==> src/rtl/core/pixel_luma_box_downscale_defines.svh <==
// Assertion helpers shared by the RTL; every user has clk and rst_n in scope.
`ifndef PIXEL_LUMA_BOX_DOWNSCALE_DEFINES_SVH
`define PIXEL_LUMA_BOX_DOWNSCALE_DEFINES_SVH

// Same-cycle implication.
`define PLBD_ASSERT_IMP(label, ante, cons, msg) \
    label: assert property (@(posedge clk) disable iff (!rst_n) (ante) |-> (cons)) \
        else $error(msg);

// Next-cycle implication.
`define PLBD_ASSERT_NXT(label, ante, cons, msg) \
    label: assert property (@(posedge clk) disable iff (!rst_n) (ante) |=> (cons)) \
        else $error(msg);

`endif

==> src/rtl/core/plbd_pkg.sv <==
package plbd_pkg;

    localparam int DEF_MAX_GRID_COLUMNS = 64;
    localparam int DEF_MAX_GRID_ROWS    = 64;
    localparam int DEF_MAX_SOURCE_SIZE  = 1024;

    localparam int PIXEL_W    = 32;
    localparam int ROW_FW     = 6;
    localparam int COL_FW     = 6;
    localparam int BRIGHT_W   = 8;
    localparam int SIZE_REG_W = 11;
    localparam int GRID_REG_W = 7;
    localparam int FMT_REG_W  = 2;
    localparam int CFG_IDX_W  = 3;
    localparam int CFG_DATA_W = 11;

    localparam int LUMA_R_WEIGHT = 77;
    localparam int LUMA_G_WEIGHT = 151;
    localparam int LUMA_B_WEIGHT = 28;
    localparam int LUMA_MAX      = 255;
    localparam logic [4:0] RB5_MASK = 5'h1F;
    localparam logic [5:0] G6_MASK  = 6'h3F;

    typedef enum logic [FMT_REG_W-1:0] {
        FMT_RGB565   = 2'd0,
        FMT_ARGB8888 = 2'd1,
        FMT_NONE     = 2'd2
    } pixel_format_t;

    typedef enum logic [CFG_IDX_W-1:0] {
        REG_SOURCE_WIDTH  = 3'd0,
        REG_SOURCE_HEIGHT = 3'd1,
        REG_GRID_COLUMNS  = 3'd2,
        REG_GRID_ROWS     = 3'd3,
        REG_PIXEL_FORMAT  = 3'd4
    } cfg_reg_t;

    // Command bundle to the cell accumulator store.
    typedef struct packed {
        logic rd_en;
        logic wr_en;
        logic clr_one;
        logic clr_all;
    } store_cmd_t;

endpackage

==> src/rtl/core/plbd_cell_store.sv <==
module plbd_cell_store #(
    parameter int DEPTH = 64,
    parameter int AW    = 6,
    parameter int SUM_W = 28,
    parameter int CNT_W = 21
) (
    input  logic                 clk,
    input  logic                 rst_n,
    input  plbd_pkg::store_cmd_t cmd,
    input  logic [AW-1:0]        addr,
    input  logic [SUM_W-1:0]     wr_sum,
    input  logic [CNT_W-1:0]     wr_count,
    output logic [SUM_W-1:0]     rd_sum,
    output logic [CNT_W-1:0]     rd_count
);
    import plbd_pkg::*;

    localparam int EW = SUM_W + CNT_W;

    logic [EW-1:0]    mem [DEPTH];
    logic [DEPTH-1:0] valid_reg;
    logic [EW-1:0]    rd_data_reg;
    logic             rd_valid_reg;

    always_ff @(posedge clk)
    begin
        if (cmd.wr_en)
        begin
            mem[addr] <= {wr_sum, wr_count};
        end
        if (cmd.rd_en)
        begin
            rd_data_reg <= mem[addr];
        end
    end

    // an entry without its valid bit reads as an empty cell
    always_ff @(posedge clk or negedge rst_n)
    begin
        if (!rst_n)
        begin
            valid_reg    <= '0;
            rd_valid_reg <= 1'b0;
        end
        else
        begin
            if (cmd.rd_en)
            begin
                rd_valid_reg <= valid_reg[addr];
            end
            if (cmd.clr_all)
            begin
                valid_reg <= '0;
            end
            else if (cmd.wr_en)
            begin
                valid_reg[addr] <= 1'b1;
            end
            else if (cmd.clr_one)
            begin
                valid_reg[addr] <= 1'b0;
            end
        end
    end

    assign rd_sum   = rd_valid_reg ? rd_data_reg[EW-1:CNT_W] : '0;
    assign rd_count = rd_valid_reg ? rd_data_reg[CNT_W-1:0] : '0;

endmodule
==> config.mk <==
export PLATFORM = sky130hd
export DESIGN_NAME = plbd_cell_store
export DESIGN_NICKNAME = d
export VERILOG_FILES = /design/src/rtl/core/pixel_luma_box_downscale_defines.svh /design/src/rtl/core/plbd_pkg.sv /design/src/rtl/core/plbd_cell_store.sv
export SDC_FILE = /design/constraint.sdc
export NUM_CORES = 2
export LEC_CHECK = 0
export BUFFER_PORTS_ARGS = -buffer_cell sky130_fd_sc_hd__buf_4
export CAP_MARGIN = 20
export CORE_MARGIN = 4
export CORE_UTILIZATION = 25
export CTS_CLUSTER_DIAMETER = 150
export DETAILED_ROUTE_END_ITERATION = 7
export SLEW_MARGIN = 25
export SYNTH_ARGS = -nofsm -noshare
export SYNTH_HDL_FRONTEND = slang
export SYNTH_SLANG_ARGS = --single-unit
==> constraint.sdc <==
create_clock -name clk -period 1.9 [get_ports clk]
set_input_delay 0.38 -clock clk [delete_from_list [all_inputs] [get_ports clk]]
set_output_delay 0.38 -clock clk [all_outputs]
set_load 0.005 [all_outputs]
-- After elaboration in Yosys (flattened, before gate mapping)
Memory sizes are Yosys's and may differ from the RTL's. A register that Yosys moved wholly into a read port is not among the register bits.
Cells that the tools add are included.
- order comparisons: 2
- mux-type cells: 11
- bitwise gates (word level): 3
- reductions and logical operators: 2
- operators with widths (operator ; number):
    64-bit 2-to-1 mux ; 3
    64-bit AND ; 1
    64-bit inverter ; 1
    64-bit OR ; 1
    28-bit 2-to-1 mux ; 1
    21-bit 2-to-1 mux ; 1
    6-bit by 7-bit less-than comparator with 1-bit output (second input constant) ; 1
    1-bit binary-select mux with 6-bit select ; 1
    1-bit demux with 6-bit select ; 1
    6-bit by 1-bit greater-or-equal comparator with 1-bit output (second input constant) ; 1
    1-bit 2-to-1 mux ; 4
    3-bit nonzero test ; 1
    1-bit logical AND ; 1
- flip-flop bits (word level): 65
- RAM bits: 3136
- input port bits: 61
- output and inout port bits: 49
- memories kept: 1
- memories (memory ; depth ; bits a word ; rd ports ; clocked after Yosys merged registers in ; write ports ; line ; RTL):
    mem ; 64 ; 49 ; 1 ; 1 ; 1 ; plbd_cell_store.sv:20 ; logic [EW-1:0] mem [DEPTH];

-- Depth between registers and ports, before layout
- depth after elaboration: 9
- mapped depth: 12
- gate-level depth less buffers: 6

-- Least setup slack after synthesis
OpenSTA, ideal clock, no wires.
- kind: input port to flip-flop
- from: input addr[2]
- to: memory mem[17][0] in the netlist's numbering, enable pin
- setup time: 403 ps
- data arrival time: 2763 ps
- data required time: 1497 ps
- slack: -1266 ps
- stages on the path: 9
- path through: buf_6 buf_6 buf_2 nor2_1 buf_2 buf_2 buf_1 nand2_1 inv_1
- RTL lines (element ; line ; RTL):
    start: declaration ; plbd_cell_store.sv:10 ; input logic [AW-1:0] addr,
    end: declaration ; plbd_cell_store.sv:20 ;
Straight into the memory's write port.

-- Worst setup path in the final report
- from: register rd_valid_reg
- to: output rd_sum[13]
- word-level cells in the longest chain between the ends: 1
- RTL lines (element ; line ; RTL):
    start: declaration ; plbd_cell_store.sv:23 ; logic rd_valid_reg;
    start signal: assignment ; plbd_cell_store.sv:49 ; rd_valid_reg <= valid_reg[addr];
    28-bit 2-to-1 mux ; plbd_cell_store.sv:66 ; assign rd_sum = rd_valid_reg ? rd_data_reg[EW-1:CNT_W] : '0;
    end: declaration ; plbd_cell_store.sv:13 ; output logic [SUM_W-1:0] rd_sum,
Every way passes these cells.

==> metrics <==
failing checks=negative setup slack; Synth top area share=0.765; pin slew with the least headroom to its limit=0.982 ns; final wirelength=500 mm; Clock Path Buffers=4; CTS sink count=3250; post-DP HPWL=approximately 320 mm; status=finished, violations left; fillers=between 40k and 50k; max reg flops=3136; ANT nets after route=0; io pins=110; RePlAce Congestion=around 0.90; number of synthesized flops with an enable pin=~3.2k; skew final=~0.039 ns; Final WS setup=-0.554 ns; worst hold path class=input pin to flip-flop; DR vias/cell=between 5 and 6; leading area contributor after synthesis=edfxtp_1; DR pass1 iterations=8; Post-Syn Instances=6681; Reg clk slew, reported paths=approximately 0.06 ns; Max-slew headroom=0.345; max cap viols=0; register bit total from synthesis=3250; vias in the first global route=75.6k; GR Util All Layers=0.189; Vias=78.9k; ys async rst share=0.0200; GRT overflow=0; sequential cell area fraction in the yosys report=0.778; Std-Cell Rows=259; initial core utilization=0.251; Mapped Area=125000 µm²; Pins Over Slew Limit=0; CP Launch Type=flip-flop; first-pass GRT wire length=roughly 670 mm; net count after synthesis=6742; final hold viol count=0; Synth Flop Type=edfxtp_1; clk_lat worst skew=0.91 ns; pin count of the biggest net entering global routing=65; CP max FO=19; CTS tree=yes; initial antenna violation count=42; Die Y=between 700 and 800 µm; highest clock rate=between 400 and 500 MHz; setup slack after placement=-1.27 ns; critical path required time=about 1.5 ns; ratio of cells with drive above 1 in the final layout=0.321; Avg Cell Area, Syn=18.7 µm²; number of buffers created by CTS=between 300 and 400; Power, Total=150 mW; Port Buffer Count=roughly 110; Root Buffer=clkbuf_16; Final #Nets=7952; Final Critical Period=~2.5 ns; Reg2Reg Setup Slack=-0.39 ns; final setup vio count=about 160; top cells by area, synth=edfxtp_1 (77%), mux4_2 (4.2%), a221oi_1 (3.2%), mux2_2 (2.6%), mux2i_1 (2.2%); RSZ-0062 raised after global routing=true; P&R area growth vs syn=27.3%; synth warn=0; Yosys cell types=65; Clock H-tree levels=5; Core Region=498000 µm²; arrival time worst endpoint=around 2.1 ns; Post-route DRC=0; die footprint=511000 µm²; CP Class=flip-flop to primary output; Pleak=a little over 50 nW; wire length per cell=~34 µm; fin crit share=1.29; Die Wd=slightly above 700 µm; initial DRC count=~13k; PwrDens=944 nW/µm²; Worst setup EP type=primary output; Worst VDD drop=around 0.74 mV
[worst paths after layout]
| kind | start | end | depth (start not counted) |
|---|---|---|---|
| hold / removal | wr_count[4] | mem[44][4] | 1 |
| hold reg to reg | valid_reg[3] | valid_reg[3] | 2 |
| max in group asynchronous | rst_n | rd_valid_reg | 3 |
| setup reg to reg | mem[35][26] | rd_data_reg[26] | 5 |
| min in group asynchronous | rst_n | valid_reg[20] | 2 |
| setup / recovery | rd_valid_reg | rd_sum[13] | 4 |
[per-stage QoR]
step	hold WS (ns)	cells	setup TNS (ns)	cell area, µm²	utilization
after floorplan	0.0844	6681	-1698.37	125000	-
after global placement	0.296	14200	-2216.63	148000	0.297
after detailed placement	0.299	14200	-2189.49	148000	0.297
after CTS	0.000870	14800	-30.84	158000	0.318
after global routing	0.0277	14800	-31.79	159000	0.320
final	0.0355	14800	-31.11	159000	0.320
[cell families after synthesis]
| kind of cell | Yosys count | share of synthesized area |
|---|---|---|
| flip-flops | 3250 | 0.778 |
| AO/OA/AOI/OAI | 1489 | 0.0876 |
| buffers and inverters | 538 | 0.0222 |
| AND/OR/NAND/NOR | 604 | 0.0214 |
| multiplexers | 800 | 0.0904 |
[cells in the final DEF (no fill, tap or decap), types with 23 or more instances in the layout]
cell type / count
a211oi_1: 27
buf_12: 507
nor2_1: 196
o22a_1: 25
dfrtp_1: 64
mux4_2: 232
buf_4: 774
clkbuf_1: 45
o22ai_1: 121
a22o_1: 46
a22oi_1: 200
o221ai_1: 28
a221oi_1: 374
buf_6: 50
o2bb2ai_1: 31
a221oi_2: 74
clkinv_1: 86
and2_4: 37
edfxtp_1: 3185
mux2i_1: 252
clkinvlp_4: 74
o21ai_0: 176
a221o_1: 52
nand2_1: 217
clkbuf_16: 318
a21oi_1: 203
mux2_2: 276
o21ai_1: 23
clkinv_2: 58
[area by class of cell]
cell class / instances / area, µm² / share of cell area
diodes: 16 / 40.0 / 0.000252
clock buffers: 365 / 8150 / 0.0512
clock inverters: 183 / 1270 / 0.00800
inverters: 67 / 522 / 0.00328
multi-input cells: 2893 / 26300 / 0.165
flip-flops and latches: 3250 / 97300 / 0.611
well taps: 6655 / 8330 / 0.0523
repair buffers: 1371 / 17200 / 0.108
[cell usage after synthesis (all sizes together), types with 67 or more instances]
library cell	instances
edfxtp	3185
a221oi	456
buf	345
mux2	299
mux2i	269
nand2	243
mux4	232
nor2	211
a22oi	208
a21oi	206
o21ai	202
o22ai	129
clkbuf	126
inv	67
[timing repair]
| action | in CTS | in global routing |
|---|---|---|
| endpoints found under the hold margin | 356 | 0 |
| buffers inserted | 13 | 9 |
| resized for setup | 174 | 144 |
| endpoints found under the setup margin | 160 | 103 |
| hold buffers | 18 | 0 |
| pin swaps | 65 | 55 |
| gates cloned | 4 | 0 |
[power breakdown]
group	switching [mW]	internal, mW	leakage [nW]	total, mW
Combinational	6.68	4.22	17.3	10.9
Sequential	0.338	79.3	29.6	79.7
Clock	27.2	32.5	4.62	59.6
Total	34.2	116	51.5	150
[worst max-delay path: stages, from the launching register on]
cell and delay (ns):
dfrtp_4 0.51, buf_12 0.18, buf_16 0.16, and2_1 0.16, buf_4 0.13
[per-layer routing]
layer,GRT usage,part of all wire
met1,0.239,0.36
met2,0.294,0.45
met3,0.0437,0.12
met4,0.114,0.070
met5,0,0.00048
No activity file was read; power rests on OpenSTA's default activity.
