--- config.mk ---
export PLATFORM = sky130hd
export DESIGN_NAME = plbd_luma
export DESIGN_NICKNAME = d
export VERILOG_FILES = /design/src/rtl/core/pixel_luma_box_downscale_defines.svh /design/src/rtl/core/plbd_pkg.sv /design/src/rtl/core/plbd_luma.sv
export SDC_FILE = /design/constraint.sdc
export NUM_CORES = 1
export LEC_CHECK = 0
export ABC_AREA = 1
export BUFFER_PORTS_ARGS = -buffer_cell sky130_fd_sc_hd__clkbuf_2
export CORE_MARGIN = 2
export CORE_UTILIZATION = 39
export CTS_BUF_LIST = sky130_fd_sc_hd__clkbuf_16
export DETAILED_ROUTE_END_ITERATION = 8
export MAX_ROUTING_LAYER = met4
export PLACE_DENSITY = 0.59
export SETUP_SLACK_MARGIN = 0.3
export SLEW_MARGIN = 30
export SYNTH_ARGS = -nofsm -noshare
export SYNTH_HDL_FRONTEND = slang
export SYNTH_SLANG_ARGS = --single-unit
--- constraint.sdc ---
create_clock -name clk -period 10.2 [get_ports clk]
set_input_delay 2.55 -clock clk [delete_from_list [all_inputs] [get_ports clk]]
set_output_delay 2.55 -clock clk [all_outputs]
set_load 0.1 [all_outputs]
--- src/rtl/core/pixel_luma_box_downscale_defines.svh ---
// Assertion helpers shared by the RTL; every user has clk and rst_n in scope.
`ifndef PIXEL_LUMA_BOX_DOWNSCALE_DEFINES_SVH
`define PIXEL_LUMA_BOX_DOWNSCALE_DEFINES_SVH

// Same-cycle implication.
`define PLBD_ASSERT_IMP(label, ante, cons, msg) \
    label: assert property (@(posedge clk) disable iff (!rst_n) (ante) |-> (cons)) \
        else $error(msg);

// Next-cycle implication.
`define PLBD_ASSERT_NXT(label, ante, cons, msg) \
    label: assert property (@(posedge clk) disable iff (!rst_n) (ante) |=> (cons)) \
        else $error(msg);

`endif

--- src/rtl/core/plbd_pkg.sv ---
package plbd_pkg;

    localparam int DEF_MAX_GRID_COLUMNS = 64;
    localparam int DEF_MAX_GRID_ROWS    = 64;
    localparam int DEF_MAX_SOURCE_SIZE  = 1024;

    localparam int PIXEL_W    = 32;
    localparam int ROW_FW     = 6;
    localparam int COL_FW     = 6;
    localparam int BRIGHT_W   = 8;
    localparam int SIZE_REG_W = 11;
    localparam int GRID_REG_W = 7;
    localparam int FMT_REG_W  = 2;
    localparam int CFG_IDX_W  = 3;
    localparam int CFG_DATA_W = 11;

    localparam int LUMA_R_WEIGHT = 77;
    localparam int LUMA_G_WEIGHT = 151;
    localparam int LUMA_B_WEIGHT = 28;
    localparam int LUMA_MAX      = 255;
    localparam logic [4:0] RB5_MASK = 5'h1F;
    localparam logic [5:0] G6_MASK  = 6'h3F;

    typedef enum logic [FMT_REG_W-1:0] {
        FMT_RGB565   = 2'd0,
        FMT_ARGB8888 = 2'd1,
        FMT_NONE     = 2'd2
    } pixel_format_t;

    typedef enum logic [CFG_IDX_W-1:0] {
        REG_SOURCE_WIDTH  = 3'd0,
        REG_SOURCE_HEIGHT = 3'd1,
        REG_GRID_COLUMNS  = 3'd2,
        REG_GRID_ROWS     = 3'd3,
        REG_PIXEL_FORMAT  = 3'd4
    } cfg_reg_t;

    // Command bundle to the cell accumulator store.
    typedef struct packed {
        logic rd_en;
        logic wr_en;
        logic clr_one;
        logic clr_all;
    } store_cmd_t;

endpackage

--- src/rtl/core/plbd_luma.sv ---
module plbd_luma (
    input  logic                            clk,
    input  logic [plbd_pkg::PIXEL_W-1:0]    pixel_word,
    input  plbd_pkg::pixel_format_t         pixel_format,
    output logic [plbd_pkg::BRIGHT_W-1:0]   luma
);
    import plbd_pkg::*;

    logic [4:0]  r5;
    logic [5:0]  g6;
    logic [4:0]  b5;
    logic [7:0]  r8;
    logic [7:0]  g8;
    logic [7:0]  b8;
    logic [15:0] sum565;
    logic [15:0] sum8888;
    logic [7:0]  l_next;
    logic [7:0]  l1_reg;
    logic [7:0]  a1_reg;
    logic        argb1_reg;
    logic [15:0] prod2_reg;
    logic [7:0]  l2_reg;
    logic        argb2_reg;
    logic [16:0] scaled;

    always_comb
    begin
        r5 = pixel_word[15:11] & RB5_MASK;
        g6 = pixel_word[10:5] & G6_MASK;
        b5 = pixel_word[4:0] & RB5_MASK;
        // widen each channel by bit replication
        r8 = {r5, r5[4:2]};
        g8 = {g6, g6[5:4]};
        b8 = {b5, b5[4:2]};
        sum565 = 16'(r8) * 16'(LUMA_R_WEIGHT) + 16'(g8) * 16'(LUMA_G_WEIGHT)
               + 16'(b8) * 16'(LUMA_B_WEIGHT);
        sum8888 = 16'(pixel_word[23:16]) * 16'(LUMA_R_WEIGHT)
                + 16'(pixel_word[15:8]) * 16'(LUMA_G_WEIGHT)
                + 16'(pixel_word[7:0]) * 16'(LUMA_B_WEIGHT);
        case (pixel_format)
            FMT_RGB565:   l_next = sum565[15:8];
            FMT_ARGB8888: l_next = sum8888[15:8];
            default:      l_next = '0;
        endcase
    end

    always_ff @(posedge clk)
    begin
        l1_reg    <= l_next;
        a1_reg    <= pixel_word[31:24];
        argb1_reg <= (pixel_format == FMT_ARGB8888);
        prod2_reg <= 16'(l1_reg) * 16'(a1_reg);
        l2_reg    <= l1_reg;
        argb2_reg <= argb1_reg;
    end

    // divide by 255: exact for products up to 255 * 255
    assign scaled = 17'(prod2_reg) + 17'(prod2_reg >> 8) + 17'd1;
    assign luma   = argb2_reg ? 8'(scaled >> 8) : l2_reg;

endmodule

# == Word-level counts from Yosys, hierarchy flattened ==
# Cells that the tools add are included.
# word_totals
inputBits,35
reg_bits,42
# classes
n_eq_ne,1
reduce_logical,1
multipliers,7
addsub,6
n_mux,2
# op_table
cell,count
$add A15 B16 Y16,2
$add A16 B13 Y16,2
$mul A8 B8 Y16 const B,2
$mul A8 B7 Y15 const B,2
$mul A8 B3 Y11 const B,2
$add A16 B1 Y16 const B,1
$add A16 B8 Y16,1
$mul A8 B8 Y16,1
$pmux W8 S2,1
$mux W8,1
$eq A2 B1 Y1 const B,1
$logic_not A2 Y1,1

# == Logic depth before layout (Yosys ltp) ==
# depth
word_depth,4
ltp_mapped,24
ltp_nobuf,24

# == Worst setup path after synthesis ==
# Ideal clock, no wire load.
# synth_timing
path_type,input-to-reg
start,in pixel_word[0] (netlist bit)
end,reg l1_reg[7]
path_slack_ns,3.431
t_required_ns,10.087
arrival_ns,6.656
setup_ns,0.113
stages,19
cell_sequence,fa_1 ha_1 inv_1 fa_1 o21ai_2 xor2_1 fa_1 inv_1 fa_1 inv_1 fa_1 inv_1 ha_1 a21oi_2 o21ai_1 a21oi_1 nand3_1 nand3_1 nand2_1
# synth_between
elab_chain_len,3
elab_cells_between_ends,5
classes_between,add/sub (2); mul (2); mux (1)
# synth_lines
item,line,text
start: declaration,plbd_luma.sv:3,"input logic [plbd_pkg::PIXEL_W-1:0] pixel_word,"
$mul A8 B3 Y11 (on tied branches),"plbd_luma.sv:39, plbd_luma.sv:36",
$add A16 B13 Y16 (on tied branches),"plbd_luma.sv:39, plbd_luma.sv:36",
$pmux W8 S2 (*),plbd_luma.sv:40,case (pixel_format)
net l_next[7],plbd_luma.sv:17,logic [7:0] l_next;
end signal: assignment,plbd_luma.sv:49,l1_reg <= l_next;
end: declaration,plbd_luma.sv:18,logic [7:0] l1_reg;
# The timed path passes the listed nets; every way through them passes the cells marked *.

# == Final worst setup path ==
# Ends and elaborated chain as after synthesis.

==> flow_summary.json <==
{
  "status": "finished clean",
  "clkSinkCount": 42,
  "min-delay-path-class": "flip-flop to flip-flop",
  "maxCapViolations": 0,
  "grt_max_degree": 16,
  "antenna_found_initial": 0,
  "firstDrtPassIters": 7,
  "path_max_fanout": 5,
  "htree_num_levels": 2,
  "synth_cell_types": 38,
  "critPathCaptureType": "flip-flop",
  "io_buffers": 42,
  "grt_overflow": 0,
  "cts_buffers": 5,
  "cts.clk_slew.worst_paths_ns": 0.06,
  "synth_edf_count": 0,
  "row_count": 58,
  "cp_slowest_cell": "fa_1",
  "hold_start": "argb1_reg$_DFF_P_",
  "tightest_slew_ns": 0.843,
  "die_area_um2": 26900,
  "post_cts_resized": 0,
  "async_reset_ff_share_pct": 0,
  "hold-path-cell-count": 0,
  "final_area_um2": 10700,
  "initial_utilization_pct": 39.7,
  "yosys_warnings": 0,
  "wirelength_um": 22600,
  "timing.rr.start": "l1_reg[4]$_DFF_P_",
  "utilization_pct": 42.4,
  "placed_area_um2": 10500,
  "initialDrtViolationCount": 492,
  "tns_ns": 0,
  "rr_endpoint": "prod2_reg[10]$_DFF_P_",
  "clock_latency_ns": 0.29,
  "area_delta_synth_final_pct": 6.83,
  "ys_seq_elements": 42,
  "root_buffer": "clkbuf_16",
  "yosysSeqAreaShare_pct": 8.41,
  "dieWidth_um": 164,
  "syn_inst": 1240,
  "setup_viol": 0,
  "post_drt_via_cell_ratio": 4.74,
  "crit_chain": "clkbuf_2 -> fa_1 -> ha_1 -> inv_1 -> fa_1 -> o21ai_2 -> nand2_1 -> nand2_1 -> a21oi_1 -> xor2_1 -> inv_1 -> ha_1 -> fa_1 -> inv_1 -> fa_1 -> inv_1 -> ha_1 -> a21oi_1 -> o21ai_1 -> a21oi_1 -> nand3_1 -> nand3_1 -> nand2_1",
  "synth_nets": 1613,
  "clockBufferDepth": 2,
  "drc_errors": 0,
  "max_stage_delay_ns": 0.61,
  "pin_count": 43,
  "drive_above_1_share_pct": 5.50,
  "reg2reg_setup_slack_ns": 6.17,
  "worstSetupPathType": "primary input to flip-flop",
  "cts_tree": "done",
  "hold_end": "argb2_reg$_DFF_P_",
  "postCtsHoldBufs": 0,
  "grt_pass1_vias": 7897,
  "post-cts-setup-buffers": 0,
  "largest_reg_flops": 16,
  "r2r_cells": 13,
  "slew_headroom_pct": 43.6,
  "fp.dieH_um": 164,
  "slew_violations": 0,
  "ys.flop_type": "dfxtp_1",
  "track_usage_pct": 19.0,
  "cp.arrival_ns": 7.31,
  "vias": 7596,
  "grt_pass1_wl_um": 39300,
  "postRouteAntennaNets": 0,
  "synth_area_um2": 10000,
  "max_freq_mhz": 140,
  "gp_congestion": 0.927,
  "dp_hpwl_um": 19900,
  "final.fill_count": 2567,
  "syn_avg_cell_area_um2": 8.06,
  "cp-start-kind": "primary input",
  "fin_crit_sh_pct": 70.0,
  "wire_per_inst_um": 14.1,
  "final-hold-violation-count": 0,
  "required_ns": 10.38,
  "nNetsFinal": 1644,
  "fin_worst_skew_ns": 0.00847,
  "post-route-min-period_ns": 7.14,
  "rsz0062_at_grt": "false",
  "coreArea_um2": 25200
}
## critical path, delay by kind of cell
family                   cells  cell delay [ns]
adder cells (fa/ha/maj)      7             2.90
AO/OA/AOI/OAI                5             0.92
AND/OR/NAND/NOR              5             0.41
buffers and inverters        5             0.40
XOR/XNOR                     1             0.13
## cell families (layout without fill, tap and decap cells)
group                      Yosys count  after routing  synth area share [%]
xor gates and xnor gates            27             27                  2.37
buffers and inverters              384            416                  14.6
adders and majority gates          338            338                  54.0
AOI/OAI and AO/OA                  100            100                  5.62
and+or+nand+nor                    349            349                  15.0
DFF                                 42             42                  8.41
other                                0              1                     0
## cell usage in the layout (no fill, tap or decap), types with 2 or more instances in the layout
master,count
inv_1,364
nand2_1,220
ha_1,182
fa_1,156
nand3_1,58
a21oi_1,50
dfxtp_1,42
clkbuf_2,42
nor2_1,38
xor2_1,18
o21ai_1,15
o21ai_0,13
nand4_1,11
xnor2_1,9
o21bai_1,5
clkbuf_16,5
o21a_1,4
nor3_1,4
nand2_2,4
o21ai_2,3
a21oi_2,3
o211ai_1,3
nand3_2,3
inv_2,2
nand3b_1,2
nor2_2,2
and2_1,2
clkinv_2,2
## worst max-delay path by stage
stage                             start           endpoint  slack [ns]  depth (start not counted)
after floorplan           pixel_word[0]  l1_reg[7]$_DFF_P_        3.43                         19
after global placement    pixel_word[0]  l1_reg[7]$_DFF_P_        2.79                         23
after detailed placement  pixel_word[0]  l1_reg[7]$_DFF_P_        2.78                         23
after CTS                 pixel_word[0]  l1_reg[7]$_DFF_P_        3.08                         23
after global routing      pixel_word[0]  l1_reg[7]$_DFF_P_        2.69                         23
final                     pixel_word[0]  l1_reg[7]$_DFF_P_        3.06                         23
## cells in the mapped netlist (all sizes together), types with 3 or more instances
master / count / area share (%)
a21oi: 53 / 2.8
clkbuf: 16 / 0.70
dfxtp: 42 / 8.4
fa: 156 / 31
ha: 182 / 23
inv: 366 / 14
nand2: 224 / 8.5
nand3: 61 / 3.2
nand3b: 3 / 0.35
nand4: 11 / 0.69
nor2: 41 / 1.7
nor3: 5 / 0.30
o211ai: 3 / 0.23
o21a: 4 / 0.30
o21ai: 31 / 1.7
o21bai: 5 / 0.38
xnor2: 9 / 0.79
xor2: 18 / 1.6
## cell type report
type,instances,area [um2],area share (%)
Sequential cell,42,841,7.87
Clock buffer,5,125,1.17
Multi-Input combinational cell,814,7700,72.1
Clock inverter,3,18.8,0.176
Inverter,366,1370,12.9
Timing Repair Buffer,42,210,1.97
Antenna cell,1,2.50,0.0234
Tap cell,330,413,3.87
## metrics by stage
step / setup WS [ns] / std cells / hold slack, ns
2_1_floorplan: 3.43 / 1240 / 0.310
5_1_grt: 2.69 / 1602 / 0.349
3_5_place_dp: 2.78 / 1594 / 0.314
4_1_cts: 3.08 / 1602 / 0.328
6_report: 3.06 / 1603 / 0.329
3_3_place_gp: 2.79 / 1594 / 0.315
## per-layer routing
layer	GRT usage, %	vias up	wire (um)
met4	2.23	0	218
met1	26.3	3635	11100
met2	30.7	149	10400
li1	-	3796	-
met5	-	-	0
met3	2.32	16	945
Power is not shown: default switching activity piles up to over one toggle a cycle in this logic, so the estimate is an artifact.
