<file path="src/rtl/core/pixel_luma_box_downscale_defines.svh">
// Assertion helpers shared by the RTL; every user has clk and rst_n in scope.
`ifndef PIXEL_LUMA_BOX_DOWNSCALE_DEFINES_SVH
`define PIXEL_LUMA_BOX_DOWNSCALE_DEFINES_SVH

// Same-cycle implication.
`define PLBD_ASSERT_IMP(label, ante, cons, msg) \
    label: assert property (@(posedge clk) disable iff (!rst_n) (ante) |-> (cons)) \
        else $error(msg);

// Next-cycle implication.
`define PLBD_ASSERT_NXT(label, ante, cons, msg) \
    label: assert property (@(posedge clk) disable iff (!rst_n) (ante) |=> (cons)) \
        else $error(msg);

`endif

</file>
<file path="src/rtl/core/plbd_pkg.sv">
package plbd_pkg;

    localparam int DEF_MAX_GRID_COLUMNS = 64;
    localparam int DEF_MAX_GRID_ROWS    = 64;
    localparam int DEF_MAX_SOURCE_SIZE  = 1024;

    localparam int PIXEL_W    = 32;
    localparam int ROW_FW     = 6;
    localparam int COL_FW     = 6;
    localparam int BRIGHT_W   = 8;
    localparam int SIZE_REG_W = 11;
    localparam int GRID_REG_W = 7;
    localparam int FMT_REG_W  = 2;
    localparam int CFG_IDX_W  = 3;
    localparam int CFG_DATA_W = 11;

    localparam int LUMA_R_WEIGHT = 77;
    localparam int LUMA_G_WEIGHT = 151;
    localparam int LUMA_B_WEIGHT = 28;
    localparam int LUMA_MAX      = 255;
    localparam logic [4:0] RB5_MASK = 5'h1F;
    localparam logic [5:0] G6_MASK  = 6'h3F;

    typedef enum logic [FMT_REG_W-1:0] {
        FMT_RGB565   = 2'd0,
        FMT_ARGB8888 = 2'd1,
        FMT_NONE     = 2'd2
    } pixel_format_t;

    typedef enum logic [CFG_IDX_W-1:0] {
        REG_SOURCE_WIDTH  = 3'd0,
        REG_SOURCE_HEIGHT = 3'd1,
        REG_GRID_COLUMNS  = 3'd2,
        REG_GRID_ROWS     = 3'd3,
        REG_PIXEL_FORMAT  = 3'd4
    } cfg_reg_t;

    // Command bundle to the cell accumulator store.
    typedef struct packed {
        logic rd_en;
        logic wr_en;
        logic clr_one;
        logic clr_all;
    } store_cmd_t;

endpackage

</file>
<file path="src/rtl/core/plbd_div.sv">
`include "pixel_luma_box_downscale_defines.svh"

module plbd_div #(
    parameter int SUM_W = 28,
    parameter int CNT_W = 21
) (
    input  logic                          clk,
    input  logic                          rst_n,
    input  logic                          start,
    input  logic [SUM_W-1:0]              num,
    input  logic [CNT_W-1:0]              den,
    output logic                          done,
    output logic [plbd_pkg::BRIGHT_W-1:0] quot
);
    import plbd_pkg::*;

    localparam int DW     = CNT_W + BRIGHT_W;
    localparam int STEP_W = $clog2(BRIGHT_W);

    logic              busy_reg;
    logic              done_reg;
    logic [STEP_W-1:0] step_reg;
    logic [DW-1:0]     rem_reg;
    logic [DW-1:0]     den_reg;
    logic [BRIGHT_W-1:0] quot_reg;
    logic              zero_reg;
    logic              fits;

    assign fits = (rem_reg >= den_reg);

    always_ff @(posedge clk or negedge rst_n)
    begin
        if (!rst_n)
        begin
            busy_reg <= 1'b0;
            done_reg <= 1'b0;
            step_reg <= '0;
        end
        else
        begin
            done_reg <= 1'b0;
            if (start)
            begin
                busy_reg <= 1'b1;
                step_reg <= STEP_W'(BRIGHT_W - 1);
            end
            else if (busy_reg)
            begin
                if (step_reg == '0)
                begin
                    busy_reg <= 1'b0;
                    done_reg <= 1'b1;
                end
                else
                begin
                    step_reg <= step_reg - 1'b1;
                end
            end
        end
    end

    // restoring division, one quotient bit per cycle, most significant first
    always_ff @(posedge clk)
    begin
        if (start)
        begin
            rem_reg  <= DW'(num);
            den_reg  <= DW'(den) << (BRIGHT_W - 1);
            quot_reg <= '0;
            zero_reg <= (den == '0);
        end
        else if (busy_reg)
        begin
            if (fits)
            begin
                rem_reg <= rem_reg - den_reg;
            end
            quot_reg <= {quot_reg[BRIGHT_W-2:0], fits};
            den_reg  <= den_reg >> 1;
        end
    end

    assign done = done_reg;
    assign quot = zero_reg ? '0 : quot_reg;

    `PLBD_ASSERT_IMP(a_div_no_restart, start, !busy_reg, "divider restarted while busy")
    `PLBD_ASSERT_NXT(a_div_start_busy, start, busy_reg, "divider failed to start")
    `PLBD_ASSERT_NXT(a_div_finish, busy_reg && !start && step_reg == '0, done_reg, "divider missed done")

endmodule

</file>
<file path="config.mk">
export PLATFORM = sky130hd
export DESIGN_NAME = plbd_div
export DESIGN_NICKNAME = d
export VERILOG_FILES = /design/src/rtl/core/plbd_pkg.sv /design/src/rtl/core/plbd_div.sv
export VERILOG_INCLUDE_DIRS = /design/src /design/src/rtl/core
export SDC_FILE = /design/constraint.sdc
export NUM_CORES = 1
export LEC_CHECK = 0
export CORE_UTILIZATION = 40
export CTS_BUF_LIST = sky130_fd_sc_hd__clkbuf_4
export DETAILED_ROUTE_END_ITERATION = 12
export DONT_BUFFER_PORTS = 1
export PLACE_DENSITY = 0.59
export SLEW_MARGIN = 10
export SYNTH_ARGS = -nofsm -noshare
export SYNTH_HDL_FRONTEND = slang
export SYNTH_SLANG_ARGS = --single-unit
export TNS_END_PERCENT = 1
</file>
<file path="constraint.sdc">
create_clock -name clk -period 8.8 [get_ports clk]
set_clock_uncertainty 0.15 [all_clocks]
set_input_delay 0.88 -clock clk [delete_from_list [all_inputs] [get_ports clk]]
set_output_delay 0.88 -clock clk [all_outputs]
set_load 0.03 [all_outputs]
</file>
-- Word-level counts from Yosys, hierarchy flattened
Cells that the tools add are included.
- register bits after elaboration: 71
- latch bits: 0
- bits in writable memories: 0
- bits in read-only memories: 0
- output and inout bits: 9
- memories: 0
- add/sub/neg operators: 2
- multipliers: 0
- divide/modulo/power cells: 0
- magnitude comparators: 1
- equality and inequality tests: 1
- shift-type cells: 0
- mux-type cells: 15
- bitwise operators: 0
- reduce and logical (&&, ||, !) cells: 7
- operators by type and width (operator ; number):
    28-bit 2-to-1 mux ; 5
    29-bit by 28-bit greater-or-equal comparator with 1-bit output ; 1
    29-bit by 28-bit subtractor with 29-bit output ; 1
    21-bit logical NOT ; 1
    3-bit 2-to-1 mux ; 3
    8-bit 2-to-1 mux ; 1
    1-bit 2-to-1 mux ; 6
    2-bit AND reduction ; 3
    2-bit nonzero test ; 2
    3-bit logical NOT ; 1
    3-bit by 1-bit subtractor with 3-bit output, second input constant ; 1
    2-bit inequality test, second input constant ; 1

-- Logic depth before layout (Yosys ltp)
- depth after elaboration: 4
- mapped depth: 11

-- Worst setup path after synthesis
No wires, ideal clock.
- kind: register -> register
- start: register rem_reg[6]
- end: register rem_reg[0], enable pin
- setup time: 0.451 ns
- data arrival time: 2.451 ns
- setup slack: 5.748 ns
- cell stages (with the launch flop): 9
- clock period less this slack: 3.052 ns
- path through: edfxtp_1 ha_1 and3_1 nor2b_4 o22a_2 o2111ai_2 a211oi_2 o31ai_2 nand2_1
- longest elaborated chain between the ends: 3
- RTL lines (what ; line ; source):
    start, declared ; plbd_div.sv:23 ; logic [DW-1:0] rem_reg;
    start signal, assigned ; plbd_div.sv:67 ; rem_reg <= DW'(num);
    start signal, assigned ; plbd_div.sv:76 ; rem_reg <= rem_reg - den_reg;
    29-bit by 28-bit greater-or-equal comparator with 1-bit output ; plbd_div.sv:29 ; assign fits = (rem_reg >= den_reg);
    2-bit nonzero test (no line) ; -- ;
    2-bit AND reduction (no line) ; -- ;
Every way passes these cells.
A chain may end at the register's enable or synchronous reset.

-- Worst setup path in the final report
- start: register den_reg[1]
- end: register rem_reg[20], enable pin
- longest elaborated chain between the ends: 3
- RTL lines (what ; line ; source):
    start, declared ; plbd_div.sv:24 ; logic [DW-1:0] den_reg;
    start signal, assigned ; plbd_div.sv:68 ; den_reg <= DW'(den) << (BRIGHT_W - 1);
    start signal, assigned ; plbd_div.sv:79 ; den_reg <= den_reg >> 1;
    29-bit by 28-bit greater-or-equal comparator with 1-bit output ; plbd_div.sv:29 ;
    2-bit nonzero test (no line) ; -- ;
    2-bit AND reduction (no line) ; -- ;
Every way passes these cells.

==> summary.txt <==
Outcome
  • Status: finished, final reports clean

Die
  • Initial core utilization: between 40% and 50%
  • Die area: about 0.012 mm2
  • Row count: 39
  • Core ar.: 0.0114 mm2
  • Num ports: 61
  • Die Wd: between 100 and 150 um
  • Die Ht: approximately 110 um

STA
  • Fin Hold WS: between 300 and 400 ps
  • Fmax: 0.296 GHz
  • Worst Tran Pin Value: around 630 ps
  • Rel. slew slack: between 50% and 60%
  • Final slew viol count: 0
  • Crit share post-route: between 30% and 40%
  • Hold Violations, Final: 0
  • Setup total negative slack: 0 ps
  • Count of final setup violators: 0
  • Unrepaired setup endpoints after global routing: false
  • Period minus WS final: 3380 ps

Global route
  • Initial antenna violation count: 0
  • Largest net degree at the start of global routing: roughly 120
  • Number of global-route vias before repair: 3428
  • First-pass GRT wire length: between 15000 and 20000 um
  • All-Layer GR Usage: between 10% and 20%
  • GRT overflow: 0

Synthesis
  • Post-synthesis sequential area ratio: 41.5%
  • Post-synth EDFFs: 50
  • Post-Syn Nets: 616
  • Yosys cell types: a little under 60
  • Register bit total from synthesis: 71
  • Mapped Area: around 0.0047 mm2
  • Cells after synthesis: roughly 530
  • Most common flop cell mapped by yosys: edfxtp_1
  • Post-synthesis average cell area: about 8.8 um2
  • Synth Warn #: 0
  • Async SR Flop Fraction: 7.04%

Route
  • Routed wire length: about 11000 um
  • Initial DRT Pass Iterations: 4
  • 1st-iter DRT viols: 212
  • Wire per inst: 15.9 um
  • Routed vias: 3673
  • Antenna-violating nets left: 0
  • Vias per cell: 5.47
  • DRC viols: 0

Hold path
  • Type of the worst min-delay path: reg2reg

Cells and area
  • Nets: 606
  • Max FFs per register: 29
  • Most common cell after layout, fill and taps aside: nand2_1
  • Layout area overhead: 4.59%
  • Ratio of cells with drive above 1 in the final layout: ~5.7%
  • Most frequent cells in the layout: nand2_1, o21ai_0, edfxtp_1
  • Antenna cells: 0

Pwr
  • Leak pwr: approximately 2.1 nW
  • Clk pwr share: a little under an eighth
  • Worst ir drop on vdd: 0.113 mV
  • Pwr dens: approximately 320 mW/mm2
  • Pint: a little under 900 uW
  • Gate power share: between 50 and 60%
  • Reg power frac: about a third
  • Switching share of power: 42.8%
  • Switching power: ~670 uW

Placed design
  • PortBufs: 0
  • Final GP Congestion: 0.884
  • Post-DP HPWL: ~7900 um

Clock network
  • Insertion delay to the later sink of the worst-skew pair: around 440 ps
  • Number of setup buffers added after CTS: 0
  • CTS tree: built
  • Clock sinks: between 70 and 80
  • CTS Buf Count: 9
  • H-tree level count: 3
  • CTS root buf: clkbuf_4
  • Max Root-Sink Buffers: 2
  • Post-CTS resize count: 0
  • Clock Pin Slew Worst Setup and Hold Paths: about 120 ps

Worst setup path
  • CP arrival: approximately 3400 ps
  • R2R Setup Slk: between 5000 and 6000 ps
  • Critical Path RT: roughly 8800 ps
  • Worst-path fanout max: 16
  • CP startpoint kind: flop
  • Critical path class: reg2reg
  • Crit path capture type: flop

Run
  • Max cap viols: 0
-- stage by stage --
stage / power [mW] / setup WS (ps) / area, um2 / std cells / util [%]
CTS: 1.56 / 5450 / 4900 / 671 / 42.9
global placement: 1.37 / 5530 / 4790 / 654 / 41.9
global route: 1.69 / 5200 / 4900 / 671 / 42.9
floorplan: 1.20 / 5750 / 4690 / 533 / -
detailed placement: 1.38 / 5500 / 4790 / 654 / 41.9
finish: 1.56 / 5420 / 4900 / 671 / 42.9
-- timing repair --
| item | in CTS | in global routing |
|---|---|---|
| endpoints found under the hold margin | 5 | 0 |
| endpoints found under the setup margin | 0 | 0 |
| hold buffers | 1 | 0 |
-- cells in the mapped netlist, types with 5 or more instances --
cell,instances,area (um2)
nor2_1,30,113
nor4_1,5,31.3
o21ai_0,52,260
nand2_1,98,368
mux2i_1,14,140
edfxtp_1,50,1500
nand3_1,10,50.1
ha_1,30,375
inv_1,40,150
dfxtp_1,16,320
a21o_1,9,67.6
clkbuf_1,16,60.1
nor3_1,10,50.1
nand4_1,6,37.5
nor2b_1,12,75.1
buf_1,6,22.5
o21bai_1,8,60.1
xnor2_1,15,131
nand2b_1,5,31.3
xor2_1,9,78.8
and3_1,8,50.1
a21oi_1,29,145
dfrtp_1,5,125
-- layout make-up --
cell class | count | area, um2
Clock buffer | 9 | 67.6
Clock inverter | 7 | 36.3
Fill cell | 1166 | 6520
Inverter | 40 | 150
Multi-Input combinational cell | 398 | 2500
Sequential cell | 71 | 1950
Tap cell | 143 | 179
Timing Repair Buffer | 3 | 25.0
-- cell families (layout without fill, tap and decap cells) --
kind of cell | count (synthesis) | count (layout) | synth area share [%]
mux | 15 | 15 | 3.31
simple gates | 195 | 195 | 19.1
fa+ha+maj | 31 | 31 | 8.44
flops | 71 | 71 | 41.5
xor+xnor | 24 | 24 | 4.48
buf+inv | 64 | 59 | 5.18
compound gates | 133 | 133 | 18.0
-- final timing paths --
path,end,depth (start not counted),start
hold reg to reg,done$_DFF_PN0_,1,step_reg[2]$_DFFE_PN0P_
min in group asynchronous,busy_reg$_DFF_PN0_,1,rst_n
max in group asynchronous,done$_DFF_PN0_,1,rst_n
setup reg to reg,rem_reg[20]$_DFFE_PP_,10,den_reg[1]$_SDFFE_PP0P_
hold / removal,done$_DFF_PN0_,1,step_reg[2]$_DFFE_PN0P_
setup / recovery,rem_reg[20]$_DFFE_PP_,10,den_reg[1]$_SDFFE_PP0P_
-- per-layer routing --
layer	share of wire, %	track usage [%]	vias to the layer above	wire [um]
li1	-	-	1862	-
met4	2.0	8.36	0	218
met5	0	0	-	0
met1	48	24.5	1712	5100
met3	4.2	3.17	19	443
met2	46	29.5	80	4890
-- critical path: stages, from the launching register on --
cell and delay (ps):
dfxtp_1 430, inv_1 70, ha_1 280, nor2b_1 150
o31a_1 280, o22a_2 230, o2111ai_2 230, a211oi_2 110
o31ai_2 340, nand2_1 460, buf_4 390
-- power by group through the flow --
stage	combinational (mW)	sequential (mW)	clock, mW
after floorplan	0.694	0.511	0
after global placement	0.849	0.518	0
after detailed placement	0.854	0.522	0
after CTS	0.861	0.514	0.187
after global routing	0.965	0.523	0.201
final	0.861	0.513	0.181
Power figures use the tool's default switching activity.
